===== src/sv/kcl_pkg.sv =====
package kcl_pkg;

	localparam int NUM_KEYS    = 16;
	localparam int COUNT_WIDTH = 16;
	localparam int KEY_W       = 4;
	localparam int CFG_W       = 16;
	localparam int ADDR_W      = $clog2(NUM_KEYS);

	typedef logic [COUNT_WIDTH-1:0] count_t;

	typedef enum logic [1:0] {
		EV_NONE   = 2'd0,
		EV_CLICK  = 2'd1,
		EV_DOUBLE = 2'd2,
		EV_LONG   = 2'd3
	} event_t;

	typedef enum logic [1:0] {
		REG_DEBOUNCE   = 2'd0,
		REG_LONG_PRESS = 2'd1,
		REG_DOUBLE     = 2'd2,
		REG_ACTIVE_LOW = 2'd3
	} reg_index_t;

	typedef struct packed {
		logic [KEY_W-1:0] key_index;
		logic             raw_level;
		logic             clear_event;
	} req_t;

	typedef struct packed {
		logic [KEY_W-1:0] key_number;
		logic             pressed;
		logic [1:0]       event_res;
	} rsp_t;

	typedef struct packed {
		logic   stable_pressed;
		count_t debounce_count;
		count_t press_count;
		count_t window_count;
		logic   awaiting_second;
		logic   long_fired;
		event_t latched_event;
	} key_state_t;

	localparam int STATE_W = $bits(key_state_t);

	function automatic count_t sat_inc(input count_t v);
		return (v == {COUNT_WIDTH{1'b1}}) ? v : v + count_t'(1);
	endfunction

endpackage


===== src/sv/key_click_long_press_detector_unit.sv =====
// Debounces up to sixteen keys and reports click, double click and long press per key.
// Each transfer on req is one tick for one key; one result per tick leaves on rsp in the
// same order. Throughput is one tick per clock unless rsp stalls; state is read from the
// per-key state RAM, then updated, written back and put in the result register. Ticks
// back to back for one key are forwarded around the RAM. Write thresholds and active
// levels via cfg only while no tick is in flight (unchecked); cfg_ready is always high.
module key_click_long_press_detector_unit (
	input  logic                          clk,
	input  logic                          arst_n,
	input  logic                          req_valid,
	output logic                          req_stall,
	input  kcl_pkg::req_t                 req,
	output logic                          rsp_valid,
	input  logic                          rsp_stall,
	output kcl_pkg::rsp_t                 rsp,
	input  logic                          cfg_valid,
	output logic                          cfg_ready,
	input  logic [1:0]                    cfg_index,
	input  logic [kcl_pkg::CFG_W-1:0]     cfg_data
);
	import kcl_pkg::*;

	logic [CFG_W-1:0] debounce_ticks_q, long_press_ticks_q, double_ticks_q, active_low_q;
	logic [NUM_KEYS-1:0] entry_valid_q;

	logic        valid_s1;
	req_t        req_s1;
	logic        fwd_s1;
	logic        entry_valid_s1;
	key_state_t  fwd_data_q;
	logic [STATE_W-1:0] rd_data;

	logic        advance, accept, in_range_s1, wr_en;
	key_state_t  cur, nxt;
	logic        sample;
	rsp_t        rsp_q;
	logic        rsp_valid_q;

	assign cfg_ready = 1'b1;
	assign advance   = !rsp_valid_q || !rsp_stall;
	assign req_stall = valid_s1 && !advance;
	assign accept    = req_valid && !req_stall;
	assign in_range_s1 = ({1'b0, req_s1.key_index} < (KEY_W+1)'(NUM_KEYS));
	assign wr_en     = valid_s1 && advance && in_range_s1;

	always_ff @(posedge clk or negedge arst_n) begin
		if (!arst_n) begin
			debounce_ticks_q   <= CFG_W'(20);
			long_press_ticks_q <= CFG_W'(1000);
			double_ticks_q     <= CFG_W'(300);
			active_low_q       <= {CFG_W{1'b1}};
		end else if (cfg_valid && cfg_ready) begin
			case (reg_index_t'(cfg_index))
				REG_DEBOUNCE:   debounce_ticks_q   <= cfg_data;
				REG_LONG_PRESS: long_press_ticks_q <= cfg_data;
				REG_DOUBLE:     double_ticks_q     <= cfg_data;
				REG_ACTIVE_LOW: active_low_q       <= cfg_data;
				default:        ;
			endcase
		end
	end

	kcl_ram #(.WIDTH(STATE_W), .DEPTH(NUM_KEYS)) u_state_ram (
		.clk   (clk),
		.we    (wr_en),
		.waddr (req_s1.key_index[ADDR_W-1:0]),
		.wdata (nxt),
		.re    (accept),
		.raddr (req.key_index[ADDR_W-1:0]),
		.rdata (rd_data)
	);

	always_ff @(posedge clk or negedge arst_n) begin
		if (!arst_n) begin
			valid_s1      <= 1'b0;
			entry_valid_q <= '0;
			rsp_valid_q   <= 1'b0;
		end else begin
			if (wr_en) begin
				entry_valid_q[req_s1.key_index[ADDR_W-1:0]] <= 1'b1;
			end
			if (accept) begin
				valid_s1 <= 1'b1;
			end else if (advance) begin
				valid_s1 <= 1'b0;
			end
			if (advance) begin
				rsp_valid_q <= valid_s1;
			end
		end
	end

	always_ff @(posedge clk) begin
		if (accept) begin
			req_s1         <= req;
			fwd_s1         <= wr_en && (req.key_index == req_s1.key_index);
			fwd_data_q     <= nxt;
			entry_valid_s1 <= entry_valid_q[req.key_index[ADDR_W-1:0]];
		end
		if (advance && valid_s1) begin
			rsp_q.key_number <= req_s1.key_index;
			rsp_q.pressed    <= in_range_s1 ? nxt.stable_pressed : 1'b0;
			rsp_q.event_res  <= in_range_s1 ? nxt.latched_event : EV_NONE;
		end
	end

	always_comb begin
		if (fwd_s1) begin
			cur = fwd_data_q;
		end else if (entry_valid_s1) begin
			cur = key_state_t'(rd_data);
		end else begin
			cur = '0;
		end
		nxt = cur;
		if (req_s1.clear_event) begin
			nxt.latched_event = EV_NONE;
		end
		sample = active_low_q[req_s1.key_index] ? !req_s1.raw_level : req_s1.raw_level;

		if (sample != nxt.stable_pressed) begin
			nxt.debounce_count = sat_inc(nxt.debounce_count);
			if (nxt.debounce_count >= debounce_ticks_q) begin
				nxt.stable_pressed = sample;
				nxt.debounce_count = '0;
			end
		end else begin
			nxt.debounce_count = '0;
		end

		if (nxt.stable_pressed) begin
			nxt.press_count = sat_inc(nxt.press_count);
			if (long_press_ticks_q != '0 && !nxt.long_fired &&
			    nxt.press_count >= long_press_ticks_q) begin
				nxt.latched_event   = EV_LONG;
				nxt.long_fired      = 1'b1;
				nxt.awaiting_second = 1'b0;
			end
		end else if (nxt.long_fired) begin
			nxt.debounce_count  = '0;
			nxt.press_count     = '0;
			nxt.window_count    = '0;
			nxt.awaiting_second = 1'b0;
			nxt.long_fired      = 1'b0;
		end else if (nxt.press_count != '0) begin
			if (double_ticks_q != '0 && !nxt.awaiting_second) begin
				nxt.awaiting_second = 1'b1;
				nxt.window_count    = '0;
			end else begin
				nxt.latched_event   = (double_ticks_q != '0) ? EV_DOUBLE : EV_CLICK;
				nxt.debounce_count  = '0;
				nxt.window_count    = '0;
				nxt.awaiting_second = 1'b0;
				nxt.long_fired      = 1'b0;
			end
			nxt.press_count = '0;
		end else if (nxt.awaiting_second && double_ticks_q != '0) begin
			nxt.window_count = sat_inc(nxt.window_count);
			if (nxt.window_count >= double_ticks_q) begin
				nxt.latched_event   = EV_CLICK;
				nxt.debounce_count  = '0;
				nxt.press_count     = '0;
				nxt.window_count    = '0;
				nxt.awaiting_second = 1'b0;
				nxt.long_fired      = 1'b0;
			end
		end
	end

	assign rsp_valid = rsp_valid_q;
	assign rsp       = rsp_q;

endmodule


===== src/sv/kcl_ram.sv =====
module kcl_ram #(
	parameter int WIDTH = 8,
	parameter int DEPTH = 16
) (
	input  logic                     clk,
	input  logic                     we,
	input  logic [$clog2(DEPTH)-1:0] waddr,
	input  logic [WIDTH-1:0]         wdata,
	input  logic                     re,
	input  logic [$clog2(DEPTH)-1:0] raddr,
	output logic [WIDTH-1:0]         rdata
);

	logic [WIDTH-1:0] mem [DEPTH];

	always_ff @(posedge clk) begin
		if (we) begin
			mem[waddr] <= wdata;
		end
		if (re) begin
			rdata <= mem[raddr];
		end
	end

endmodule


===== config.mk =====
export PLATFORM = sky130hd
export DESIGN_NAME = key_click_long_press_detector_unit
export DESIGN_NICKNAME = d
export VERILOG_FILES = /design/src/sv/kcl_pkg.sv /design/src/sv/key_click_long_press_detector_unit.sv /design/src/sv/kcl_ram.sv
export SDC_FILE = /design/constraint.sdc
export NUM_CORES = 1
export LEC_CHECK = 0
export BUFFER_PORTS_ARGS = -buffer_cell sky130_fd_sc_hd__buf_2
export CORE_ASPECT_RATIO = 1.5
export CORE_MARGIN = 4
export CORE_UTILIZATION = 60
export DETAILED_ROUTE_END_ITERATION = 7
export GPL_TIMING_DRIVEN = 0
export PLACE_DENSITY = 0.85
export SYNTH_ARGS = -nofsm -noshare
export SYNTH_HDL_FRONTEND = slang
export SYNTH_SLANG_ARGS = --single-unit

===== constraint.sdc =====
create_clock -name clk -period 9.1 [get_ports clk]
set_clock_uncertainty 0.05 [all_clocks]
set_input_delay 1.82 -clock clk [delete_from_list [all_inputs] [get_ports clk]]
set_output_delay 1.82 -clock clk [all_outputs]
set_load 0.01 [all_outputs]

==> run summary <==
The flow ran to the end, but the final reports show violations. The final reports fail on capacitance limit, slew limit. The clock passes through at most 3 buffers. The initial standard-cell utilization of the core came out at 60.64%. The synthesized netlist devotes 0.7530% of its cell area to XOR and XNOR gates.

The pin slew with the least headroom to its limit came out at 1.570 ns. The arithmetic-cell share of the synthesized area counting full adders, half adders and majority gates came out at 1.524%. The leading cell type in the layout, fill and taps excluded is edfxtp_1. The layout overhead on the synthesized area is 12.43%. The total count of max-transition violations in the final report came out at 11. The remaining global-route overflow is 0. The first-pass iteration count of the detailed router came out at 7. TritonCTS created 86 clock buffers. The number of I/O port buffers is 37. The highest-delay cell along the critical path is o2bb2ai_1. The power per unit of standard cell area came out at 225.2 mW/mm^2. The critical setup path kind is flop to flop. The final clock period utilization by the worst path came out at 86.07%.

The number of antenna violations at the first check in global routing is 2. The min-delay analysis places its worst path in the category flop to flop. Walking the worst path, the cells encountered are and2b_4 -> buf_4 -> buf_6 -> buf_2 -> a22o_1 -> ha_1 -> a21boi_1 -> nand4_1 -> nor2_1 -> nor2_1 -> and3_1 -> xor2_1 -> ha_1 -> and3_1 -> a221oi_1 -> o21a_1 -> o21ai_1 -> a21o_1 -> o21ai_2 -> clkinv_1 -> o2bb2ai_1.

Fill cells in the final layout number 3,973. The endpoint type of the worst setup path is a flop. The pin count of the biggest net entering global routing came out at 67. The worst slew slack as a fraction of its limit is -4.695%. The number of placement rows is 119.

The total setup violations reported at the end of the flow is 0. The via count of the first global-routing pass was 24.94k. The count of pins on the block boundary came out at 39. Setup repair after global routing left no endpoint under its margin. The clock edge transition at the registers on the reported setup and hold paths came out at 0.07 ns.

The post-CTS setup buffer count is 0. The horizontal extent of the die came out at 225.8 um. The global routing usage summed across all routing layers is 32.19%. In this run the worst path has a maximum fanout of 17. Leaving out fill and tap cells, the most frequent cells in the layout are edfxtp_1 (969), mux4_2 (275), clkbuf_16 (91), nand2_1 (83), clkbuf_1 (69). In this run the number of H-tree levels came out at 3. Derived from the worst setup path, the maximum achievable clock frequency is 127.7 MHz. The clock latency on the worst-skew pair is 0.69 ns.

Max-cap violations in this run came to 1. The first global-routing pass estimated 173.3 mm of wire. The number of hold buffers added after CTS came out at 0. The post-route netlist has 28.14% of its cells at a drive strength greater than 1.

The final net count came out at 2,403. The gate count of the mapped netlist is 2,137. The number of nets in the synthesized netlist is 2,218. The total via count in the routed design came out at 23.90k. Counting flops and latches in the post-synthesis netlist gives 1,051. After synthesis, the share of cell area in mux cells is 16.07%.

The post-DP HPWL came out at 72.17 mm. In this run, synthesis inferred 969 flip-flops with an integrated enable. Among all flip-flop cells after synthesis, the most frequent one is edfxtp_1. The clock period minus worst slack is 7.832 ns.

The worst hold margin is 0.4129 ns. The combined area of all synthesized cells is 0.04270 mm^2. The detailed-route wire length per cell came out at 36.34 um. The post-synthesis cell type count came out at 80. The number of synthesis warnings came out at 0. The number of cell instances on the worst register-to-register path came out at 21.

The maximum single-stage delay on the critical path is 1.07 ns. The root buffer cell chosen for the clock tree is clkbuf_16. The utilization after layout is 68.17%. The worst-case vdd ir drop came out at 0.1401 mV. The area fraction in compound gates after synthesis came out at 3.006%. The post-route antenna net violation count is 0.

The share of the Yosys chip area taken by registers is 73.03%. The die span in y is 334.7 um. The detailed router finished its first iteration with 3,586 violations.

The synthesized area divided by synthesized cell count is 19.98 um^2. The critical path runs through a total of 21 cells. The data required time at the worst endpoint is 9.33 ns. The area fraction in and, or, nand and nor cells after synthesis is 4.073%. Along the worst hold path, the cell count comes to 0. The clock net in this run drives a total of 1,051 sinks. The largest family of logic cells by synthesized area is multiplexers. The critical path arrival came out at 8.06 ns.

The total power came out at 10.81 mW. The final count of hold timing violations came out at 0. The placer's final routability congestion estimate is 0.9711. After detailed routing, the total wire length is 119.8 mm. The leakage power total came out at 15.88 nW. The DRC violation count after routing came out at 0. The fraction of registers with async set/reset is 7.802%. The floorplan step defined a die boundary enclosing 0.07559 mm^2. The number of vias per cell is 7.250. STA classifies the critical path startpoint as a flop. The family with the most delay on the worst path is compound AO/OA/AOI/OAI gates. Together, buffers and inverters on the worst path number 4. The placeable core region is 0.07043 mm^2. The TritonCTS clock tree is done.

The count of instances resized after the clock tree is built came out at 0.
[metrics by stage]
step	instance area, um^2	setup TNS [ns]	worst slack (ns)	cells
after floorplan	42700	0	2.510	2137
after global placement	44020	-472.35	-2.588	3081
after detailed placement	45210	0	1.408	3141
after CTS	47980	0	1.218	3295
after global routing	48010	0	0.9622	3295
final	48010	0	1.268	3296
[worst reg2reg max path: cells and delay by family, from the launching register on]
| family | cells | cell delay (ns) |
|---|---|---|
| buf+inv | 4 | 1.15 |
| compound gates | 8 | 3.08 |
| fa+ha+maj | 2 | 0.60 |
| xor+xnor | 1 | 0.28 |
| simple gates | 6 | 1.65 |
| flops | 1 | 0.59 |
[registers in the layout (all words and copies together) (netlist names)]
| signal | count |
|---|---|
| debounce_ticks_q | 16 |
| u_state_ram.mem | 848 |
| valid_s1 | 1 |
| fwd_s1 | 1 |
| active_low_q | 16 |
| entry_valid_s1 | 1 |
| req_s1 | 6 |
| double_ticks_q | 16 |
| rsp_valid | 1 |
| u_state_ram.rdata | 53 |
| entry_valid_q | 16 |
| fwd_data_q | 53 |
| rsp | 7 |
| long_press_ticks_q | 16 |
[power by group]
part | internal, mW | switching, mW | total [mW]
registers | 5.68 | 0.117 | 5.80
logic | 0.417 | 0.827 | 1.24
clock network | 2.03 | 1.74 | 3.77
total | 8.13 | 2.68 | 10.8
[logic make-up (layout without fill, tap and decap cells)]
| group | Yosys count | in the layout |
|---|---|---|
| flops | 1051 | 1051 |
| compound gates | 182 | 182 |
| buf+inv | 153 | 404 |
| fa+ha+maj | 52 | 52 |
| mux | 334 | 334 |
| simple gates | 329 | 329 |
| xor+xnor | 35 | 35 |
| other cells | 1 | 2 |
[synth_stat cells (all sizes together), types with 7 or more instances]
cell type    n  area share (%)
a22oi       29            0.57
nand4        9            0.13
ha          52             1.5
o21ai       43            0.51
or2         18            0.26
clkbuf      55            0.48
dfrtp       54             3.2
nor2        72            0.63
nor3b       13            0.32
xor2        12            0.28
dfstp       28             1.7
and3         8            0.12
a21oi       37            0.44
nor3        15            0.18
mux4       275              15
a21o         9            0.16
xnor2       23            0.47
nand4b       7            0.14
buf         42            0.56
nand2b      13            0.20
nand3       29            0.36
a22o        20            0.41
nand2       85            0.76
inv         55            0.48
edfxtp     969              68
nor4        16            0.25
mux2        53             1.4
and2        21            0.31
nand3b       9            0.16
[final cells by class]
| cell class | instances | area [um^2] | area share (%) |
|---|---|---|---|
| Tap cell | 907 | 1135 | 2.364 |
| Clock inverter | 48 | 445.4 | 0.9278 |
| Sequential cell | 1051 | 31180 | 64.96 |
| Inverter | 56 | 210.2 | 0.4378 |
| Multi-Input combinational cell | 933 | 11020 | 22.95 |
| Antenna cell | 1 | 2.502 | 0.005212 |
| Clock buffer | 106 | 2333 | 4.860 |
| Buffer | 97 | 447.9 | 0.9330 |
| Timing Repair Buffer | 97 | 1232 | 2.567 |
[final timing paths]
check                      slack (ns)                 endpoint      startpoint
max reg2reg                      1.27  u_state_ram.mem[10][16]  entry_valid_s1
max in group asynchronous        7.38      debounce_ticks_q[2]          arst_n
min                              0.41                   rsp[5]       req_s1[4]
min in group asynchronous        0.95         entry_valid_q[7]          arst_n
max                              1.27  u_state_ram.mem[10][16]  entry_valid_s1
min reg2reg                      0.41                   rsp[5]       req_s1[4]
[layer usage]
| layer | track usage [%] | part of all wire [%] | up-vias |
|---|---|---|---|
| met5 | 0 | 0.023 | - |
| met4 | 17.54 | 6.9 | 4 |
| met3 | 7.968 | 11 | 577 |
| met2 | 52.75 | 50 | 2095 |
| met1 | 39.78 | 32 | 12100 |
| li1 | - | - | 9120 |
Note: power is estimated with default switching activity, not from simulation.
